## config.mk

```make
export PLATFORM = sky130hd
export DESIGN_NAME = echo_pulse_width_ranger_flat
export DESIGN_NICKNAME = d
export VERILOG_FILES = /design/src/sv/epwr_pkg.sv /design/src/sv/epwr_chan_if.sv /design/src/sv/echo_pulse_width_ranger.sv /design/src/flat_wrapper.sv
export SDC_FILE = /design/constraint.sdc
export NUM_CORES = 1
export LEC_CHECK = 0
export BUFFER_PORTS_ARGS = -buffer_cell sky130_fd_sc_hd__buf_2
export CORE_MARGIN = 1.5
export CORE_UTILIZATION = 36
export CTS_CLUSTER_SIZE = 24
export DETAILED_ROUTE_END_ITERATION = 10
export GPL_TIMING_DRIVEN = 0
export PLACE_DENSITY_LB_ADDON = 0.05
export SLEW_MARGIN = 20
export SYNTH_ARGS = -nofsm -noshare
export SYNTH_HDL_FRONTEND = slang
export SYNTH_SLANG_ARGS = --single-unit
```

## constraint.sdc

```tcl
create_clock -name clk_i -period 32.9 [get_ports clk_i]
set_clock_uncertainty 0.05 [all_clocks]
set_input_delay 3.29 -clock clk_i [delete_from_list [all_inputs] [get_ports clk_i]]
set_output_delay 3.29 -clock clk_i [all_outputs]
set_load 0.02 [all_outputs]
```

## src/sv/epwr_pkg.sv

```systemverilog
// Package with the item types and constants of the echo pulse width ranger.
package epwr_pkg;

  typedef enum logic {
    OP_EVENT = 1'b0,
    OP_READ  = 1'b1
  } op_e;

  typedef struct packed {
    op_e         op;
    logic        overflow_flag;
    logic        capture_flag;
    logic [15:0] captured_count;
  } evt_item_t;

  typedef struct packed {
    logic        distance_valid;
    logic [19:0] distance;
    logic        counter_clear;
    logic        falling_edge_select;
  } res_item_t;

  localparam int unsigned OvfW     = 6;
  localparam int unsigned CountW   = 16;
  localparam int unsigned DistW    = 20;

  localparam logic [OvfW-1:0]   OvfMax   = 6'h3F;
  localparam logic [CountW-1:0] SatCount = 16'hFFFF;

  // distance = (ovf*65536 + cnt)*17/100
  //          = ovf*11141 + (ovf*12 + cnt*17)/100   (65536*17 = 11141*100 + 12)
  localparam logic [DistW-1:0] OvfWhole = 20'd11141;
  localparam int unsigned      OvfFrac  = 12;
  localparam int unsigned      CntMul   = 17;
  localparam int unsigned      LowW     = 21;

  // divide a 19-bit value by 25: (y * ceil(2^24/25)) >> 24
  localparam int unsigned      RecipShift = 24;
  localparam logic [19:0]      Recip25    = 20'd671089;
  localparam int unsigned      QuotW      = 15;

endpackage

```

## src/sv/epwr_chan_if.sv

```systemverilog
// Valid/ready channel interface carrying one item of a given type.
interface epwr_chan_if #(
  parameter type T = logic
);
  logic valid;
  logic ready;
  T     payload;

  modport source (output valid, output payload, input ready);
  modport sink   (input valid, input payload, output ready);
endinterface

```

## src/sv/echo_pulse_width_ranger.sv

```systemverilog
// Top level of the echo pulse width ranger: pulse capture state and distance conversion.
//
//   channel  dir  item                   meaning
//   evt_i    in   epwr_pkg::evt_item_t   timer event or read request
//   res_o    out  epwr_pkg::res_item_t   one result for every accepted item
//
// One item per cycle sustained while res_o is ready.
// The item is held in an input register, where the state update and the conversion
// (one 19x20 reciprocal multiply) run, and the result lands in the output register.
// rst_ni clears the pulse state and both valid flags asynchronously.
// A stall on res_o holds the output register; the input register still drains into it
// once it frees, so evt_i keeps taking a new transfer whenever the pipeline advances.
module echo_pulse_width_ranger (
  input  logic clk_i,
  input  logic rst_ni,
  epwr_chan_if.sink   evt_i,
  epwr_chan_if.source res_o
);

  // Input register
  logic                s1_valid_q;
  epwr_pkg::evt_item_t s1_item_q;

  // Output register
  logic                res_valid_q;
  epwr_pkg::res_item_t res_item_q, res_item_d;

  // Pulse measurement state
  logic                           pulse_done_q, pulse_done_d;
  logic                           rising_seen_q, rising_seen_d;
  logic [epwr_pkg::OvfW-1:0]      overflow_count_q, overflow_count_d;
  logic [epwr_pkg::CountW-1:0]    end_count_q, end_count_d;
  logic                           edge_polarity_q, edge_polarity_d;

  logic advance;   // the output register can take the item in stage 1
  logic fire;      // the item in stage 1 moves to the output register

  assign advance     = !res_valid_q || res_o.ready;
  assign fire        = s1_valid_q && advance;
  assign evt_i.ready = !s1_valid_q || advance;

  assign res_o.valid   = res_valid_q;
  assign res_o.payload = res_item_q;

  // ---------------------------------------------------------------------------
  // Distance conversion of the held pulse.
  // Split the tick count into the whole-wrap part and a small remainder part
  // so that only a narrow divide by 100 is left; do it as >>2 then *recip(25).
  // ---------------------------------------------------------------------------
  logic [epwr_pkg::LowW-1:0]  low_sum;
  logic [epwr_pkg::LowW-3:0]  low_quarter;
  logic [38:0]                recip_prod;
  logic [epwr_pkg::QuotW-1:0] low_quot;
  logic [epwr_pkg::DistW-1:0] dist_conv;

  assign low_sum = epwr_pkg::LowW'(end_count_q) * epwr_pkg::LowW'(epwr_pkg::CntMul)
                 + epwr_pkg::LowW'(overflow_count_q) * epwr_pkg::LowW'(epwr_pkg::OvfFrac);
  assign low_quarter = low_sum[epwr_pkg::LowW-1:2];
  assign recip_prod  = 39'(low_quarter) * 39'(epwr_pkg::Recip25);
  assign low_quot    = recip_prod[epwr_pkg::RecipShift +: epwr_pkg::QuotW];
  assign dist_conv   = epwr_pkg::DistW'(overflow_count_q) * epwr_pkg::OvfWhole
                     + epwr_pkg::DistW'(low_quot);

  // ---------------------------------------------------------------------------
  // Next state and result for the item in stage 1.
  // ---------------------------------------------------------------------------
  always_comb begin
    pulse_done_d     = pulse_done_q;
    rising_seen_d    = rising_seen_q;
    overflow_count_d = overflow_count_q;
    end_count_d      = end_count_q;
    edge_polarity_d  = edge_polarity_q;

    res_item_d                = '0;

    case (s1_item_q.op)
      epwr_pkg::OP_READ: begin
        // Convert a finished pulse and re-arm; otherwise report nothing.
        if (pulse_done_q) begin
          res_item_d.distance_valid = 1'b1;
          res_item_d.distance       = dist_conv;
          pulse_done_d              = 1'b0;
          rising_seen_d             = 1'b0;
          overflow_count_d          = '0;
        end
      end
      default: begin
        // Drop every event while a finished pulse waits to be read.
        if (!pulse_done_q) begin
          // Count wraps only inside a pulse; saturate at the top count.
          if (s1_item_q.overflow_flag && rising_seen_q) begin
            if (overflow_count_q == epwr_pkg::OvfMax) begin
              pulse_done_d = 1'b1;
              end_count_d  = epwr_pkg::SatCount;
            end else begin
              overflow_count_d = overflow_count_q + epwr_pkg::OvfW'(1);
            end
          end
          if (s1_item_q.capture_flag) begin
            if (rising_seen_q) begin
              // Falling edge: finish the pulse.
              pulse_done_d    = 1'b1;
              end_count_d     = s1_item_q.captured_count;
              edge_polarity_d = 1'b0;
            end else begin
              // Rising edge: start a measurement and clear the timer.
              pulse_done_d             = 1'b0;
              overflow_count_d         = '0;
              end_count_d              = '0;
              rising_seen_d            = 1'b1;
              edge_polarity_d          = 1'b1;
              res_item_d.counter_clear = 1'b1;
            end
          end
        end
      end
    endcase

    res_item_d.falling_edge_select = edge_polarity_d;
  end

  // Control and state registers
  always_ff @(posedge clk_i or negedge rst_ni) begin
    if (!rst_ni) begin
      s1_valid_q       <= 1'b0;
      res_valid_q      <= 1'b0;
      pulse_done_q     <= 1'b0;
      rising_seen_q    <= 1'b0;
      overflow_count_q <= '0;
      end_count_q      <= '0;
      edge_polarity_q  <= 1'b0;
    end else begin
      if (evt_i.ready) begin
        s1_valid_q <= evt_i.valid;
      end
      if (advance) begin
        res_valid_q <= s1_valid_q;
      end
      if (fire) begin
        pulse_done_q     <= pulse_done_d;
        rising_seen_q    <= rising_seen_d;
        overflow_count_q <= overflow_count_d;
        end_count_q      <= end_count_d;
        edge_polarity_q  <= edge_polarity_d;
      end
    end
  end

  // Payload registers
  always_ff @(posedge clk_i) begin
    if (evt_i.valid && evt_i.ready) begin
      s1_item_q <= evt_i.payload;
    end
    if (fire) begin
      res_item_q <= res_item_d;
    end
  end

  // ---------------------------------------------------------------------------
  // Assertions
  // ---------------------------------------------------------------------------
  a_done_needs_rise: assert property (@(posedge clk_i) disable iff (!rst_ni)
    pulse_done_q |-> rising_seen_q)
    else $error("pulse done without a rising edge");

  a_ovf_idle_zero: assert property (@(posedge clk_i) disable iff (!rst_ni)
    !rising_seen_q |-> (overflow_count_q == '0))
    else $error("overflow count nonzero outside a pulse");

  a_read_rearms: assert property (@(posedge clk_i) disable iff (!rst_ni)
    (fire && s1_item_q.op == epwr_pkg::OP_READ && pulse_done_q)
      |=> !pulse_done_q && !rising_seen_q)
    else $error("read did not re-arm");

  a_result_kind: assert property (@(posedge clk_i) disable iff (!rst_ni)
    res_valid_q |-> !(res_item_q.distance_valid && res_item_q.counter_clear)
                    && (res_item_q.distance_valid || res_item_q.distance == '0))
    else $error("inconsistent result item");

endmodule

```

## src/flat_wrapper.sv

```systemverilog
// flat-port wrapper written by rule: the top's interface ports become plain ports
module echo_pulse_width_ranger_flat 
  (clk_i, rst_ni, evt_i_valid, evt_i_payload, evt_i_ready, res_o_valid, res_o_payload, res_o_ready);
  epwr_chan_if #(.T(epwr_pkg::evt_item_t)) evt_i_i ();
  epwr_chan_if #(.T(epwr_pkg::res_item_t)) res_o_i ();
  input  logic clk_i;
  input  logic rst_ni;
  input wire logic [$bits(evt_i_i.valid)-1:0] evt_i_valid;
  input wire logic [$bits(evt_i_i.payload)-1:0] evt_i_payload;
  output wire logic [$bits(evt_i_i.ready)-1:0] evt_i_ready;
  output wire logic [$bits(res_o_i.valid)-1:0] res_o_valid;
  output wire logic [$bits(res_o_i.payload)-1:0] res_o_payload;
  input wire logic [$bits(res_o_i.ready)-1:0] res_o_ready;
  assign evt_i_i.valid = evt_i_valid;
  assign evt_i_i.payload = evt_i_payload;
  assign evt_i_ready = evt_i_i.ready;
  assign res_o_valid = res_o_i.valid;
  assign res_o_payload = res_o_i.payload;
  assign res_o_i.ready = res_o_ready;
  echo_pulse_width_ranger u_core (.clk_i(clk_i), .rst_ni(rst_ni), .evt_i(evt_i_i), .res_o(res_o_i));
endmodule
```

==> results.yml, run 1 <==
critical_path:
  critPathKind: "reg -> reg"
  crit_fanout: 9
  r2r_cells: 46
  cp-start-kind: "flop"
  critPathMaxStageDelay_ns: 0.70
  crit_slowest_cell: "a211oi_1"
  cp.arrival_ns: 13.69
  crit_path_end_kind: "flop"
  critical_path_required_ns: 32.94
  crit_path_frequent_cell: "fa_1"
run:
  maxCapViolations: 0
global_route:
  grt_pass1_vias: 8401
  antenna_found_initial: 0
  grt_use_total_pct: 16.7
  grt_first_pass_wirelength_microns: 44100
  grt_max_degree: 28
  grt_overflow: 0
routing:
  vias: 7851
  wirelength_microns: 26800
  top_layer: "met4"
  vias_per_cell: 4.58
  drtIter0Drc: 198
  dr_wl_met3_microns: 350
  routedWlPerCell_microns: 15.7
  wl_met1_microns: 13000
  ant_nets: 0
  drc: 0
  first_pass_iters: 6
  wl_met2_microns: 13000
layout:
  antenna_cells: 0
  n_fill_cell: 3363
  multi_input_area_sq_um: 8910
  area_growth_pct: 9.57
  seqCellArea_sq_um: 1940
  post-route-util_pct: 40.3
  final_layout_size_suffix_gt1_share_pct: 7.00
  final_nets: 1700
clock_tree:
  cts_tree: "done"
  cts_resized: 0
  insertion_delay_ns: 0.35
  post-cts-setup-buffers: 0
  clk_pin_slew_worst_paths_ns: 0.06
  cts_buffers: 9
  root_buffer: "clkbuf_16"
  cts_sinks: 69
  htree_levels: 3
  ctsHoldBuffers: 0
  clock_path_buffers: 2
floorplan:
  dieArea_sq_um: 34600
  start_util_pct: 36.8
  io_pins: 48
  coreArea_sq_um: 32800
  die_x_microns: 186
  die_height_microns: 186
  num_rows: 66
yosys:
  synth_most_common_cell: "inv_1"
  ys_async_sr_fraction_pct: 39.1
  ys_top_cells_by_area: "ha_1 (27%), fa_1 (25%), edfxtp_1 (10%)"
  synth_top_area_share_pct: 26.8
  yosysSeqAreaShare_pct: 16.1
  synth_top_area_cell: "ha_1"
  synth.net_count: 1641
  synth_common_cells: "inv_1 (317), ha_1 (258), fa_1 (153), edfxtp_1 (42), nor2_1 (41)"
  syn_area_sq_um: 12100
  synth_cell_types: 58
  synth_cells: 1207
  yosysWarnings: 0
  syn_avg_cell_area_sq_um: 9.98
  synth_ff_type: "edfxtp_1"
  synth-seq-cells: 69
  synth-edff-count: 42
timing:
  slew_headroom_pct: 31.6
  setup_violations: 0
  fin_crit_sh_pct: 41.5
  post-route-min-period_ns: 13.65
  rsz0062_at_grt: "false"
  tns_ns: 0
  max_freq_ghz: 0.0732
  finalHoldViolCount: 0
  slew_viol_final: 0
  tightest_slew_ns: 1.02
min_path:
  hold_depth: 1
  min_path_type: "reg -> reg"
place:
  gp_congestion: 0.839
  dpl.hpwl_microns: 23800
  portBuffers: 47
run_status:
  status: "finished clean"
-- worst max-delay path, delay by kind of cell, from the launching register on --
kind,cells,cell delay (ns)
adders and majority gates,15,6.58
AOI/OAI and AO/OA,14,3.39
and+or+nand+nor,9,1.81
buffers and inverters,6,0.50
DFF,1,0.60
xor gates and xnor gates,2,0.47
-- cells by family (layout without fill, tap and decap cells) --
kind of cell	Yosys count	in the layout	synth area share, %
buffers and inverters	330	394	10.3
and+or+nand+nor	178	178	7.63
xor gates and xnor gates	53	53	3.85
adders and majority gates	411	411	52.2
AOI/OAI and AO/OA	162	162	9.62
muxes	4	4	0.343
DFF	69	69	16.1
-- state kept, by name, summed over array words and instances, names as in the netlist --
name / cells
u_core.edge_polarity_q: 1
u_core.end_count_q: 16
u_core.overflow_count_q: 6
u_core.pulse_done_q: 1
u_core.res_o.payload: 23
u_core.res_o.valid: 1
u_core.rising_seen_q: 1
u_core.s1_item_q: 19
u_core.s1_valid_q: 1
-- through the flow --
| stage | cell area [sq um] | instances | worst slack (ns) | hold slack [ns] |
|---|---|---|---|---|
| after global placement | 12800 | 1696 | 19.00 | 0.436 |
| final | 13200 | 1713 | 19.25 | 0.442 |
| after CTS | 13200 | 1713 | 19.17 | 0.447 |
| after detailed placement | 12900 | 1697 | 19.25 | 0.441 |
| after global routing | 13200 | 1713 | 18.46 | 0.467 |
| after floorplan | 12100 | 1207 | 21.15 | 0.407 |
-- routing by layer --
metal	vias up	GRT usage (%)
met5	-	0
met4	0	4.19
met3	17	1.37
met2	77	28.8
met1	3724	22.7
li1	4033	-
-- cell usage in the layout (no fill, tap or decap), drive strengths merged, types with 18 or more instances in the layout --
master	instances
fa	153
clkbuf	21
buf	48
and2	19
inv	322
edfxtp	42
o21ai	18
dfrtp	27
a31oi	20
xor2	19
nor2	42
xnor2	34
a21o	36
ha	258
nand2	38
a21oi	44
-- final cells by class --
class | instances | share of cell area, %
Buffer | 12 | 0.341
Clock buffer | 9 | 1.71
Clock inverter | 7 | 0.777
Inverter | 318 | 9.04
Multi-Input combinational cell | 808 | 67.4
Sequential cell | 69 | 14.7
Tap cell | 442 | 4.19
Timing Repair Buffer | 48 | 1.84
-- worst paths after layout --
path	start	endpoint	slack, ns
hold / removal	u_core.s1_valid_q	u_core.res_o.valid	0.44
setup reg to reg	u_core.overflow_count_q[0]	u_core.res_o.payload[21]	19.25
setup / recovery	u_core.overflow_count_q[0]	u_core.res_o.payload[21]	19.25
max in group asynchronous	rst_ni	u_core.rising_seen_q	29.47
min in group asynchronous	rst_ni	u_core.end_count_q[2]	2.91
hold reg to reg	u_core.s1_valid_q	u_core.res_o.valid	0.44
Power of run 1 is not shown: default switching activity piles up to over one toggle a cycle in this logic, so the estimate is an artifact.
==> run 2, diff against run 1 <==
--- a/config.mk
+++ b/config.mk
@@ -5,6 +5,7 @@
 export SDC_FILE = /design/constraint.sdc
 export NUM_CORES = 1
 export LEC_CHECK = 0
+export ABC_AREA = 1
 export BUFFER_PORTS_ARGS = -buffer_cell sky130_fd_sc_hd__buf_2
 export CORE_MARGIN = 1.5
 export CORE_UTILIZATION = 36
==> constraint.sdc (replaced) <==
create_clock -name clk_i -period 11 [get_ports clk_i]
set_clock_uncertainty 0.05 [all_clocks]
set_input_delay 1.1 -clock clk_i [delete_from_list [all_inputs] [get_ports clk_i]]
set_output_delay 1.1 -clock clk_i [all_outputs]
set_load 0.02 [all_outputs]
==> run 2 against run 1 <==
Net effect:
- first-iteration DRC count grew 53%
- routed wire length is 25% higher
- setup slack got worse by 19 ns
- global-route usage grew 2.7 points
- critical endpoint unchanged
==> results.yml, run 2 <==
layout:
  antenna_cells: 0
  mostFrequentLayoutCell: "inv_1"
  largest_reg_flops: 23
  area_growth_pct: 19.6
  final_layout_size_suffix_gt1_share_pct: 19.4
  post-route-util_pct: 44.1
  final_nets: 2055
  layout_common_cells: "inv_1 (378), ha_1 (228), nand2_1 (177), fa_1 (144), nor2_1 (90)"
  n_fill_cell: 3572
timing:
  post-route-min-period_ns: 10.56
  max_freq_ghz: 0.0947
  slew_viol_final: 0
  slew_headroom_pct: 53.6
  setup_violations: 0
  tightest_slew_ns: 0.695
  fin_crit_sh_pct: 96.0
  finalHoldViolCount: 0
global_route:
  grt_overflow: 0
  grt_use_total_pct: 19.5
  antenna_found_initial: 0
  grt_first_pass_wirelength_microns: 54600
  grt_max_degree: 28
  grt_pass1_vias: 10300
floorplan:
  dieArea_sq_um: 36800
  io_pins: 48
  start_util_pct: 36.9
  num_rows: 68
  coreArea_sq_um: 34800
  die_height_microns: 192
  die_x_microns: 192
routing:
  vias: 9718
  ant_nets: 0
  drc: 0
  wirelength_microns: 33600
  drtIter0Drc: 303
  vias_per_cell: 4.67
  first_pass_iters: 4
  routedWlPerCell_microns: 16.2
critical_path:
  critical_path_required_ns: 11.04
  crit_fanout: 7
  crit_slowest_cell: "fa_2"
  worst_r2r_endpoint: "u_core.res_o.payload[21]"
  critPathKind: "reg -> reg"
  startpoint: "u_core.overflow_count_q[2]"
  reg2reg_from: "u_core.overflow_count_q[2]"
  crit_path_frequent_cell: "inv_1"
  cp.arrival_ns: 10.60
  r2r_setup_slack_ns: 0.44
  crit_path_end_kind: "flop"
  critPathMaxStageDelay_ns: 0.58
  cp-start-kind: "flop"
  crit_family: "adder cells"
  crit_buf_inv: 11
  crit_cells: 47
  r2r_cells: 47
  endpoint: "u_core.res_o.payload[21]"
clock_tree:
  clk_pin_slew_worst_paths_ns: 0.06
  cts_tree: "done"
  root_buffer: "clkbuf_16"
  clock_path_buffers: 2
  htree_levels: 3
  cts_sinks: 69
  insertion_delay_ns: 0.35
  cts_buffers: 9
yosys:
  synth.net_count: 1933
  yosysSeqAreaShare_pct: 15.1
  synth_most_common_cell: "inv_1"
  synth_top_area_cell: "ha_1"
  ys_async_sr_fraction_pct: 39.1
  synth_cells: 1499
  syn_area_sq_um: 12800
  synth_cell_types: 51
  syn_avg_cell_area_sq_um: 8.56
  ys_top_cells_by_area: "ha_1 (25%), fa_1 (24%), inv_1 (11%)"
  synth-edff-count: 42
  synth_ff_type: "edfxtp_1"
  synth_common_cells: "inv_1 (390), ha_1 (258), nand2_1 (196), fa_1 (153), a21oi_1 (104)"
  synth_top_area_share_pct: 25.2
  yosysWarnings: 0
  synth-seq-cells: 69
place:
  dpl.hpwl_microns: 28800
  portBuffers: 47
  gp_congestion: 0.825
min_path:
  hold_depth: 2
  min_path_type: "reg -> reg"
run_status:
  status: "finished clean"
run:
  maxCapViolations: 0
[run 2: cells by family (layout without fill, tap and decap cells)]
kind of cell    after synthesis  after routing  share of synthesized area [%]
xor+xnor                     23             23                           1.63
flops                        69             69                           15.1
buf+inv                     408            535                           12.0
simple gates                395            395                           13.5
compound gates              193            193                           8.73
fa+ha+maj                   411            411                           49.1
[run 2: how the worst min path moves through the flow]
stage	startpoint	end	slack, ns
2_1_floorplan	u_core.edge_polarity_q	u_core.edge_polarity_q	0.39
3_3_place_gp	u_core.edge_polarity_q	u_core.edge_polarity_q	0.41
3_5_place_dp	u_core.edge_polarity_q	u_core.edge_polarity_q	0.41
4_1_cts	u_core.edge_polarity_q	u_core.edge_polarity_q	0.43
5_1_grt	u_core.edge_polarity_q	u_core.edge_polarity_q	0.48
6_report	u_core.edge_polarity_q	u_core.edge_polarity_q	0.43
[run 2: layout make-up]
type,instances,area [sq um],share of cell area [%]
plain buffers,9,45.0,0.294
flip-flops and latches,69,1940,12.7
inverters,399,1500,9.78
well taps,455,569,3.71
clock buffers,9,225,1.47
multi-input cells,1022,10300,67.0
clock inverters,7,48.8,0.318
repair buffers,111,734,4.79
[run 2: worst min-delay path, stage by stage (launching register included)]
cell and delay [ns]:
dfrtp_1 0.34, nand2_1 0.05, nand2_1 0.05
[run 2: per-layer routing]
| metal | wire length [microns] | vias up | global-route usage (%) |
|---|---|---|---|
| met3 | 523 | 17 | 1.39 |
| met2 | 17000 | 79 | 35.2 |
| met5 | 0 | - | 0 |
| met4 | 454 | 0 | 4.39 |
| met1 | 15700 | 4652 | 25.3 |
| li1 | - | 4970 | - |
[run 2: stage by stage]
| stage | instance area (sq um) | setup TNS (ns) | setup slack, ns | hold slack, ns | std cells |
|---|---|---|---|---|---|
| 6_report | 15300 | 0 | 0.440 | 0.428 | 2081 |
| 5_1_grt | 15300 | -0.198 | -0.0738 | 0.479 | 2081 |
| 4_1_cts | 14400 | 0 | 0.00407 | 0.431 | 2031 |
| 3_5_place_dp | 13700 | -24.02 | -1.81 | 0.412 | 2002 |
| 3_3_place_gp | 13600 | -21.95 | -1.70 | 0.411 | 2001 |
| 2_1_floorplan | 12800 | 0 | 0.291 | 0.393 | 1499 |
[run 2: what timing repair did]
item / in CTS / in global routing
setup endpoints to repair: 19 / 15
buffers inserted: 13 / 50
gates resized for setup: 59 / 128
hold buffers: 0 / 0
pin swaps: 17 / 73
Power of run 2 is left out for the same reason.
==> run 3, diff against run 2 <==
--- a/config.mk
+++ b/config.mk
@@ -12,7 +12,7 @@
 export CTS_CLUSTER_SIZE = 24
 export DETAILED_ROUTE_END_ITERATION = 10
 export GPL_TIMING_DRIVEN = 0
-export PLACE_DENSITY_LB_ADDON = 0.05
+export PLACE_DENSITY = 0.65
 export SLEW_MARGIN = 20
 export SYNTH_ARGS = -nofsm -noshare
 export SYNTH_HDL_FRONTEND = slang
==> run 3 against run 2 <==
Net effect:
- core utilization fell by 1.3 points
- hold slack gained 0.012 ns
- non-clock buffer count is 22 lower
- sequential share of layout area increased by 0.37 points
- clock-buffer cell count is 1 higher
==> results.yml, run 3 (synthesis gave the netlist of run 2 again) <==
run_status:
  status: "finished clean"
layout:
  layout_common_cells: "inv_1 (387), ha_1 (237), nand2_1 (187), fa_1 (146), nor2_1 (98)"
  layout.cells.non_filler: 2059
  area_growth_pct: 16.2
  antenna_cells: 0
  final_layout_size_suffix_gt1_share_pct: 14.8
  largest_reg_flops: 23
  mostFrequentLayoutCell: "inv_1"
  final_nets: 2033
global_route:
  grt_overflow: 0
  grt_use_total_pct: 17.0
  antenna_found_initial: 0
  grt_max_degree: 28
  grt_first_pass_wirelength_microns: 49800
  grt_pass1_vias: 10200
routing:
  routedWlPerCell_microns: 14.6
  wirelength_microns: 30100
  vias: 9794
  drtIter0Drc: 387
  vias_per_cell: 4.76
  ant_nets: 0
  first_pass_iters: 5
  drc: 0
critical_path:
  crit_family: "adder cells"
  critPathKind: "reg -> reg"
  crit_path_end_kind: "flop"
  worst_r2r_endpoint: "u_core.res_o.payload[16]"
  crit_buf_inv: 9
  critPathMaxStageDelay_ns: 0.63
  reg2reg_from: "u_core.overflow_count_q[1]"
  r2r_cells: 48
  crit_path_frequent_cell: "inv_1"
  endpoint: "u_core.res_o.payload[16]"
  critical_path_required_ns: 11.05
  crit_slowest_cell: "fa_2"
  crit_fanout: 5
  startpoint: "u_core.overflow_count_q[1]"
  crit_cells: 48
  cp-start-kind: "flop"
  r2r_setup_slack_ns: 0.39
  cp.arrival_ns: 10.66
clock_tree:
  htree_levels: 3
  insertion_delay_ns: 0.34
  cts_tree: "done"
  clock_path_buffers: 2
  cts_buffers: 9
  cts_sinks: 69
  root_buffer: "clkbuf_16"
  clk_pin_slew_worst_paths_ns: 0.06
  ctsHoldBuffers: 0
floorplan:
  num_rows: 68
  dieArea_sq_um: 36800
  io_pins: 48
  coreArea_sq_um: 34800
  die_x_microns: 192
  start_util_pct: 36.9
  die_height_microns: 192
timing:
  max_freq_ghz: 0.0942
  tightest_slew_ns: 0.750
  fin_crit_sh_pct: 96.5
  slew_viol_final: 0
  finalHoldViolCount: 0
  holdWs_ns: 0.440
  slew_headroom_pct: 50.0
  post-route-min-period_ns: 10.61
  setup_violations: 0
place:
  dp.cells: 2001
  portBuffers: 47
  gp_congestion: 0.911
  dpl.hpwl_microns: 25200
run:
  maxCapViolations: 0
min_path:
  min_path_type: "reg -> reg"
## run 3: layout make-up
| cell class | count | area [sq um] |
|---|---|---|
| timing repair buffer | 89 | 551 |
| tap | 455 | 569 |
| buffer | 9 | 45.0 |
| clock buffer | 10 | 239 |
| fill | 3250 | 19900 |
| inverter | 399 | 1500 |
| sequential | 69 | 1940 |
| clock inverter | 6 | 62.6 |
| multi-input combinational | 1022 | 9990 |
## run 3: stage by stage
stage | util (%) | setup TNS (ns) | instance area (sq um) | setup slack [ns]
finish | 42.8 | 0 | 14900 | 0.387
global placement | 39.2 | -16.11 | 13600 | -1.26
detailed placement | 39.2 | -19.02 | 13600 | -1.43
global route | 42.8 | -0.582 | 14900 | -0.116
CTS | 41.2 | 0 | 14300 | 0.000000888
floorplan | - | 0 | 12800 | 0.291
## run 3: tightest hold or removal path: cells and delay by family (launching register included)
| kind | cells | cell delay, ns |
|---|---|---|
| DFF | 1 | 0.34 |
| and+or+nand+nor | 2 | 0.12 |
## run 3: layer usage
layer | part of all wire (%) | wire, microns | GRT usage (%)
met1 | 46 | 13800 | 22.8
met2 | 49 | 14700 | 29.1
met3 | 2.7 | 822 | 1.55
met4 | 2.3 | 701 | 4.72
met5 | 0 | 0 | 0
## run 3: worst min path at each step
| stage | start | slack (ns) | endpoint | depth (start not counted) |
|---|---|---|---|---|
| 2_1_floorplan | u_core.edge_polarity_q | 0.39 | u_core.edge_polarity_q | 2 |
| 3_3_place_gp | u_core.edge_polarity_q | 0.41 | u_core.edge_polarity_q | 2 |
| 3_5_place_dp | u_core.edge_polarity_q | 0.42 | u_core.edge_polarity_q | 2 |
| 4_1_cts | u_core.edge_polarity_q | 0.44 | u_core.edge_polarity_q | 2 |
| 5_1_grt | u_core.edge_polarity_q | 0.49 | u_core.edge_polarity_q | 2 |
| 6_report | u_core.edge_polarity_q | 0.44 | u_core.edge_polarity_q | 2 |
## run 3: what timing repair did
item,in CTS,in global routing
endpoints found under the hold margin,0,0
setup buffers,18,24
resized for setup,46,70
endpoints found under the setup margin,19,17
pin swaps,15,33
Power of run 3 is left out for the same reason.
